--- src/sv/tksc_pkg.sv ---
// ----------------------------------------------------------------------------
// tksc_pkg
// Shared types, codes and the CRC-16 byte update for the tag key search.
// ----------------------------------------------------------------------------
package tksc_pkg;

  // CRC-16/XMODEM generator polynomial
  localparam logic [15:0] CRC_POLY = 16'h1021;

  // item kinds
  localparam logic KIND_LOAD  = 1'b0;
  localparam logic KIND_QUERY = 1'b1;

  // result status codes
  typedef enum logic [1:0] {
    ST_LOADED  = 2'd0,
    ST_FULL    = 2'd1,
    ST_MATCH   = 2'd2,
    ST_NOMATCH = 2'd3
  } status_t;

  // controller states
  typedef enum logic [2:0] {
    S_IDLE,
    S_DECODE,
    S_READ,
    S_CRC,
    S_CHECK,
    S_DONE
  } state_t;

  // controller -> datapath commands
  typedef struct packed {
    logic    capture;    // register the accepted item
    logic    mem_wr;     // append entry to the store
    logic    cnt_inc;    // bump the entry count
    logic    idx_clr;    // restart the entry walk
    logic    idx_inc;    // move to the next entry
    logic    rd_en;      // read the current entry
    logic    step_clr;   // restart the byte sequence
    logic    crc_step;   // run one byte through both CRCs
    logic    out_load;   // load the output register
    status_t res_status; // status to publish
  } cmd_t;

  // datapath -> controller status
  typedef struct packed {
    logic is_query;
    logic full;
    logic empty;
    logic last_step;
    logic hit;
    logic last_entry;
    logic hit_new;
  } sts_t;

  // one byte through CRC-16/XMODEM, MSB first
  function automatic logic [15:0] crc_byte(input logic [15:0] crc, input logic [7:0] b);
    logic [15:0] c;
    c = crc ^ {b, 8'h00};
    for (int k = 0; k < 8; k++) begin
      if (c[15]) begin
        c = {c[14:0], 1'b0} ^ CRC_POLY;
      end else begin
        c = {c[14:0], 1'b0};
      end
    end
    return c;
  endfunction

endpackage

--- src/sv/tksc_ctrl.sv ---
// ----------------------------------------------------------------------------
// tksc_ctrl
// Controller: sequences loads, the entry walk and the byte-serial CRC steps.
// ----------------------------------------------------------------------------
module tksc_ctrl (
  input  logic            clk,
  input  logic            rst_n,
  input  logic            in_valid,
  output logic            in_ready,
  output logic            out_valid,
  input  logic            out_ready,
  input  tksc_pkg::sts_t  sts,
  output tksc_pkg::cmd_t  cmd
);
  import tksc_pkg::*;

  state_t  state_r, state_nxt;
  status_t res_r, res_nxt;
  logic    out_valid_r, out_valid_nxt;
  logic    out_free;

  assign out_free  = !out_valid_r || out_ready;
  assign out_valid = out_valid_r;

  // state and control registers
  always_ff @(posedge clk) begin
    if (!rst_n) begin
      state_r     <= S_IDLE;
      res_r       <= ST_LOADED;
      out_valid_r <= 1'b0;
    end else begin
      state_r     <= state_nxt;
      res_r       <= res_nxt;
      out_valid_r <= out_valid_nxt;
    end
  end

  // next state and commands
  always_comb begin
    state_nxt      = state_r;
    res_nxt        = res_r;
    cmd            = '0;
    cmd.res_status = res_r;
    in_ready       = 1'b0;
    out_valid_nxt  = out_valid_r && !out_ready;
    unique case (state_r)
      S_IDLE: begin
        in_ready = 1'b1;
        if (in_valid) begin
          cmd.capture = 1'b1;
          cmd.idx_clr = 1'b1;
          state_nxt   = S_DECODE;
        end
      end
      S_DECODE: begin
        if (sts.is_query) begin
          if (sts.empty) begin
            res_nxt   = ST_NOMATCH;
            state_nxt = S_DONE;
          end else begin
            state_nxt = S_READ;
          end
        end else if (sts.full) begin
          res_nxt   = ST_FULL;
          state_nxt = S_DONE;
        end else begin
          cmd.mem_wr  = 1'b1;
          cmd.cnt_inc = 1'b1;
          res_nxt     = ST_LOADED;
          state_nxt   = S_DONE;
        end
      end
      S_READ: begin
        cmd.rd_en    = 1'b1;
        cmd.step_clr = 1'b1;
        state_nxt    = S_CRC;
      end
      S_CRC: begin
        cmd.crc_step = 1'b1;
        if (sts.last_step) begin
          state_nxt = S_CHECK;
        end
      end
      S_CHECK: begin
        if (sts.hit) begin
          res_nxt   = ST_MATCH;
          state_nxt = S_DONE;
        end else if (sts.last_entry) begin
          res_nxt   = ST_NOMATCH;
          state_nxt = S_DONE;
        end else begin
          cmd.idx_inc = 1'b1;
          state_nxt   = S_READ;
        end
      end
      S_DONE: begin
        if (out_free) begin
          cmd.out_load  = 1'b1;
          out_valid_nxt = 1'b1;
          state_nxt     = S_IDLE;
        end
      end
      default: state_nxt = S_IDLE;
    endcase
  end

  // checks
  a_no_write_when_full: assert property (@(posedge clk) disable iff (!rst_n)
    cmd.mem_wr |-> !sts.full)
    else $error("store write while full");

  a_load_only_when_free: assert property (@(posedge clk) disable iff (!rst_n)
    cmd.out_load |-> (!out_valid_r || out_ready))
    else $error("output register overwritten");

  a_no_walk_past_end: assert property (@(posedge clk) disable iff (!rst_n)
    cmd.idx_inc |-> !sts.last_entry)
    else $error("entry walk past the last entry");

  a_hit_reports_match: assert property (@(posedge clk) disable iff (!rst_n)
    (state_r == S_CHECK && sts.hit) |=> (state_r == S_DONE && res_r == ST_MATCH))
    else $error("hit not reported as match");

endmodule

--- config.mk ---
export PLATFORM = sky130hd
export DESIGN_NAME = tksc_ctrl
export DESIGN_NICKNAME = d
export VERILOG_FILES = /design/src/sv/tksc_pkg.sv /design/src/sv/tksc_ctrl.sv
export SDC_FILE = /design/constraint.sdc
export NUM_CORES = 1
export LEC_CHECK = 0
export BUFFER_PORTS_ARGS = -buffer_cell sky130_fd_sc_hd__buf_2
export CAP_MARGIN = 20
export CORE_AREA = 2 2 39 41
export CTS_CLUSTER_SIZE = 28
export DETAILED_ROUTE_END_ITERATION = 7
export DIE_AREA = 0 0 41 43
export GPL_TIMING_DRIVEN = 0
export HOLD_SLACK_MARGIN = 0.1
export PLACE_DENSITY = 0.65
export SYNTH_ARGS = -nofsm -noshare
export SYNTH_HDL_FRONTEND = slang
export SYNTH_SLANG_ARGS = --single-unit
--- constraint.sdc ---
create_clock -name clk -period 1.65 [get_ports clk]
set_input_delay 0.33 -clock clk [delete_from_list [all_inputs] [get_ports clk]]
set_output_delay 0.33 -clock clk [all_outputs]
set_load 0.03 [all_outputs]
==> impl_metrics.tcl, run 1 <==
set metrics [dict create \
    outcome "completed" \
    cts_tree "built" \
    clock_power_share_pct 13.8 \
    num_vias 515 \
    cap_violations 0 \
    coreArea_sq_um 1380 \
    grt_pass1_vias 433 \
    rows 14 \
    combPwrFrac_pct 63.1 \
    portBuffers 22 \
    grt_first_pass_wirelength_mm 1.88 \
    cts.sinks 6 \
    synth.most_common_cell "dfxtp_1" \
    postRouteAntennaNets 0 \
    cp.required_ns 1.32 \
    fin_crit_ns 1.60 \
    postCtsHoldBufs 0 \
    wire_per_inst_microns 12.1 \
    p_int_w 0.000551 \
    grt-ovfl-total 0 \
    ir_worst_vdd_v 0.000737 \
    post-dp-hpwl_microns 813 \
    seq_area_frac_synth_pct 26.9 \
    slowest_delay_ns 0.35 \
    synth_seq_cells 6 \
    htreeDepth 1 \
    worstSkewPairLatency_ns 0.25 \
    grt_antenna_before_repair 0 \
    hold_viol_final 0 \
    skew_ns 0.00782 \
    cts.path.max_buffers 2 \
    hold_class "input pin to register" \
    path_buf_inv 2 \
    syn_nets 65 \
    vias_per_cell 5.20 \
    synth_ff_type "dfxtp_1" \
    power_frac_seq_pct 23.1 \
    arrival_ns 1.27 \
    r2r_setup_slack_ns 0.40 \
    numCtsBuffers 3 \
    start_util_pct 32.3 \
    synth-async-reset-ratio_pct 0 \
    drc 0 \
    place_area_sq_um 598 \
    final_area_sq_um 696 \
    path_clk_slew_ns 0.05 \
    synth_area_leader_cell "dfxtp_1" \
    crit_family "simple AND/OR/NAND/NOR gates" \
    p_sw_w 0.000427 \
    nNetsFinal 96 \
    yosysWarnings 0 \
    n_antenna_cell 0 \
    yosysUniqueCellTypes 30 \
    grt_max_degree 11 \
    p_sw_share_pct 43.7 \
    post_synth.cell_area_avg_sq_um 8.27 \
    slew_violations 0 \
    critical_path_class "register to primary output" \
    drive_gt1_share_pct 54.2 \
    regArea_sq_um 126 \
    multiInputGateArea_sq_um 308 \
    die_area_sq_um 1760 \
    die_w_microns 41 \
    syn_area_sq_um 447 \
    utilization_pct 50.3 \
    leakage_nw 0.342 \
    slew_headroom_pct 82.6 \
    die_h_microns 43 \
    synth.top_cell.area_share_pct 26.9 \
    pwr_density_cell_nw_per_um2 1410 \
    nFillCells 151 \
    fin_crit_sh_pct 96.8 \
    synth_edf_count 0 \
    areaGrowthSynthToFinish_pct 55.7 \
    crit_slowest_cell "dfxtp_4" \
    drt_first_iter_violations 9 \
    crit_chain "nor3b_4 -> nand2_2 -> nor3_4 -> buf_4 -> buf_6" \
    drtPass1Iterations 4 \
    yosys-top-cells-count "dfxtp_1 (6), a21oi_1 (3), buf_4 (3), inv_1 (3), nor3_1 (3)" \
    track_usage_pct 15.7 \
    setup_violations 0 \
    finalWirelength_mm 1.20 \
    gp_congestion 0.761 \
    crit_path_start_kind "register" \
    syn_inst 54 \
    worst-path-max-fanout 3 \
    cts_root_buffer "clkbuf_4" \
    end_kind "primary output" \
    worst_pin_slew_ns 0.260 \
    fmax_mhz 626 \
    synthTopCellsByArea "dfxtp_1 (27%), nor3b_2 (5.6%), buf_4 (5.0%)" \
    io_pins 24 \
    rsz0062_at_grt "true" \
]
[power groups by stage]
| stage | sequential [W] | clock, W | combinational [W] |
|---|---|---|---|
| 2_1_floorplan | 0.000250 | 0 | 0.000350 |
| 4_1_cts | 0.000222 | 0.000142 | 0.000567 |
| 3_3_place_gp | 0.000213 | 0 | 0.000500 |
| 3_5_place_dp | 0.000214 | 0 | 0.000505 |
| 5_1_grt | 0.000232 | 0.000147 | 0.000661 |
| 6_report | 0.000226 | 0.000135 | 0.000617 |
[path summary, 6_finish.rpt]
kind | cells past startpoint | end | startpoint
max | 5 | cmd[9] | state_r[0]$_SDFFE_PN0P_
min | 3 | res_r[1]$_SDFFE_PN0P_ | sts[6]
max reg2reg | 5 | res_r[0]$_SDFFE_PN0P_ | state_r[0]$_SDFFE_PN0P_
min reg2reg | 2 | out_valid$_SDFF_PN0_ | out_valid$_SDFF_PN0_
[cells in the final DEF (no fill, tap or decap), types with 2 or more instances in the layout]
master     n
dfxtp_2    2
and3b_1    2
buf_2     19
o21ai_1    2
nand3b_1   2
dfxtp_1    3
buf_6      4
inv_1      3
nor2b_1    2
buf_4      9
nand2b_1   2
clkbuf_4   3
nor3b_4    2
a21oi_1    3
nor4bb_1   2
nand3_1    2
o21ai_0    2
[logic make-up (layout without fill, tap and decap cells)]
logic type	after synthesis	in the layout	synth area share, %
simple gates	24	24	37.3
compound gates	15	15	23.5
buf+inv	9	38	12.3
flops	6	6	26.9
[worst register-to-register path, stage by stage, from the launching register on]
cell and delay (ns):
dfxtp_4 0.34, nor3b_4 0.15, buf_4 0.13, buf_4 0.14, a222oi_1 0.26, a211oi_1 0.09
[registers in the layout, summed over array words and instances, names as in the netlist]
name and cells:
out_valid 1, res_r 2, state_r 3
[layout make-up]
cell class | instances | share of cell area, %
sequential | 6 | 18.2
clock buffer | 3 | 3.24
tap | 16 | 2.88
timing repair buffer | 26 | 22.3
buffer | 6 | 7.55
multi-input combinational | 39 | 44.2
inverter | 3 | 1.62
[metrics by stage]
stage               setup WS [ns]  power, W  instances  TNS (ns)  hold slack, ns
global route             -0.00910   0.00104         99   -0.0150           0.406
global placement          0.00494  0.000713         92         0           0.529
CTS                      -0.00393  0.000931         97  -0.00579           0.390
finish                     0.0533  0.000978         99         0           0.396
detailed placement        -0.0192  0.000719         92   -0.0192           0.529
floorplan                  -0.216  0.000599         54    -0.234           0.476
[timing repair]
action	4_1_cts	5_1_grt
endpoints found under the setup margin	5	7
pin swaps	0	1
setup buffers	2	2
resized for setup	8	8
[per-layer routing]
| metal | vias to the layer above | wire length [microns] | track usage (%) |
|---|---|---|---|
| met4 | 0 | 0 | 4.00 |
| met2 | 14 | 597 | 23.4 |
| li1 | 256 | - | - |
| met5 | - | 0 | 0 |
| met3 | 0 | 81 | 6.28 |
| met1 | 245 | 516 | 20.5 |
No activity file was read; power rests on OpenSTA's default activity.
==> run 2: changes to the inputs <==
REMOVE_ABC_BUFFERS = 1   (was unset)
==> run 2 against run 1 <==
  * The flow now finishes with violations (negative setup slack)
  * Fmax down 4.5%
  * Critical path depth down 1
  * Total power about the same
  * Global-route usage down 0.82 points
  * Clock power up 8%
  * Critical path type unchanged
==> impl_metrics.tcl, run 2 (synthesized netlist as in run 1, its figures left out) <==
set metrics [dict create \
    postCtsHoldBufs 0 \
    die_h_microns 43 \
    r2r_cells 5 \
    grt-ovfl-total 0 \
    holdPathStages 3 \
    grt_first_pass_wirelength_mm 1.70 \
    utilization_pct 49.5 \
    fin_crit_ns 1.67 \
    pwr_density_cell_nw_per_um2 1430 \
    die_area_sq_um 1760 \
    n_antenna_cell 0 \
    rows 14 \
    start_util_pct 32.3 \
    rr_endpoint "res_r[0]$_SDFFE_PN0P_" \
    setup_violations 2 \
    cts_root_buffer "clkbuf_4" \
    track_usage_pct 14.9 \
    largest_register_ffs 3 \
    numCtsBuffers 3 \
    cts.path.max_buffers 2 \
    cts_tree "built" \
    num_vias 513 \
    critical_path_class "register to primary output" \
    drt_first_iter_violations 31 \
    fin_ws_ns -0.0213 \
    vias_per_cell 5.23 \
    die_w_microns 41 \
    worst-path-max-fanout 6 \
    cts.sinks 6 \
    coreArea_sq_um 1380 \
    fin_crit_sh_pct 101 \
    wire_per_inst_microns 12.6 \
    io_pins 24 \
    hold-path-endpoint "res_r[1]$_SDFFE_PN0P_" \
    grt_max_degree 12 \
    crit_path_start_kind "register" \
    r2r_setup_slack_ns 0.40 \
    worst_pin_slew_ns 0.256 \
    top_register "state_r" \
    postRouteAntennaNets 0 \
    hold_viol_final 0 \
    violations "negative setup slack" \
    hold_start "sts[6]" \
    outcome "finished, violations left" \
    cap_violations 0 \
    grt_antenna_before_repair 0 \
    finalWirelength_mm 1.24 \
    nNetsFinal 95 \
    fmax_mhz 598 \
    ir_worst_vdd_v 0.000601 \
    leakage_nw 0.331 \
    arrival_ns 1.34 \
    cp.required_ns 1.32 \
    skew_ns 0.00420 \
    portBuffers 22 \
    place_area_sq_um 533 \
    gp_congestion 0.730 \
    drtPass1Iterations 5 \
    slew_violations 0 \
    worstSkewPairLatency_ns 0.26 \
    rr_startpoint "state_r[0]$_SDFFE_PN0P_" \
    hold_class "input pin to register" \
    grt_pass1_vias 397 \
    slew_headroom_pct 82.7 \
    htreeDepth 1 \
    final_common_cell "buf_2" \
    final_cell_mix "buf_2 (17), buf_4 (7), clkbuf_4 (5), buf_6 (4)" \
    end_kind "primary output" \
    drc 0 \
    path_clk_slew_ns 0.05 \
    drive_gt1_share_pct 51.2 \
    startpoint "state_r[1]$_SDFFE_PN0P_" \
    areaGrowthSynthToFinish_pct 53.5 \
    final_area_sq_um 686 \
    rsz0062_at_grt "true" \
    post-dp-hpwl_microns 756 \
]
run 2: cell types whose count changed in the layout (fill, tap and decap cells not counted), sizes merged:
cell    delta
buf        -4
clkbuf     +3
run 2: stage by stage:
step	hold WS, ns	std cells	setup WS, ns	setup TNS (ns)	power, W
2_1_floorplan	0.476	48	-0.861	-3.59	0.000539
3_3_place_gp	0.530	86	-0.183	-0.365	0.000650
3_5_place_dp	0.530	86	-0.200	-0.395	0.000652
4_1_cts	0.369	92	0.00563	0	0.000882
5_1_grt	0.393	98	-0.0647	-0.187	0.00104
6_report	0.383	98	-0.0213	-0.0393	0.000978
run 2: repair_timing:
action | in CTS | in global routing
gates resized for setup | 9 | 12
setup buffers | 3 | 6
pin swaps | 0 | 4
setup endpoints to repair | 3 | 5
endpoints found under the hold margin | 0 | 0
run 2: how the worst max path moves through the flow:
stage | cells after the start | end | slack, ns
after global routing | 4 | cmd[8] | -0.06
after global placement | 4 | cmd[8] | -0.18
final | 4 | cmd[8] | -0.02
after floorplan | 3 | cmd[8] | -0.86
after CTS | 4 | cmd[6] | 0.006
after detailed placement | 4 | cmd[8] | -0.20
run 2: power breakdown:
group / switching, W / total, W / internal (W)
Clock: 0.0000627 / 0.000146 / 0.0000829
Combinational: 0.000312 / 0.000582 / 0.000270
Sequential: 0.0000533 / 0.000251 / 0.000198
run 2: area by class of cell:
class | instances | area, sq um
Multi-Input combinational cell | 39 | 298
Sequential cell | 6 | 131
Clock buffer | 3 | 22.5
Tap cell | 16 | 20.0
Inverter | 3 | 11.3
Fill cell | 141 | 698
Timing Repair Buffer | 31 | 203
run 2: critical path: stages (launching register included):
cell	delay, ns
dfxtp_4	0.37
nor3b_4	0.22
nand2_2	0.10
nor3_4	0.23
buf_6	0.17
run 2: per-layer routing:
metal	share of wire, %	up-vias	global-route usage, %
met2	47	21	22.2
met4	1.6	0	10.0
met5	0	-	0
met3	7.6	2	4.71
met1	43	236	17.2
li1	-	254	-
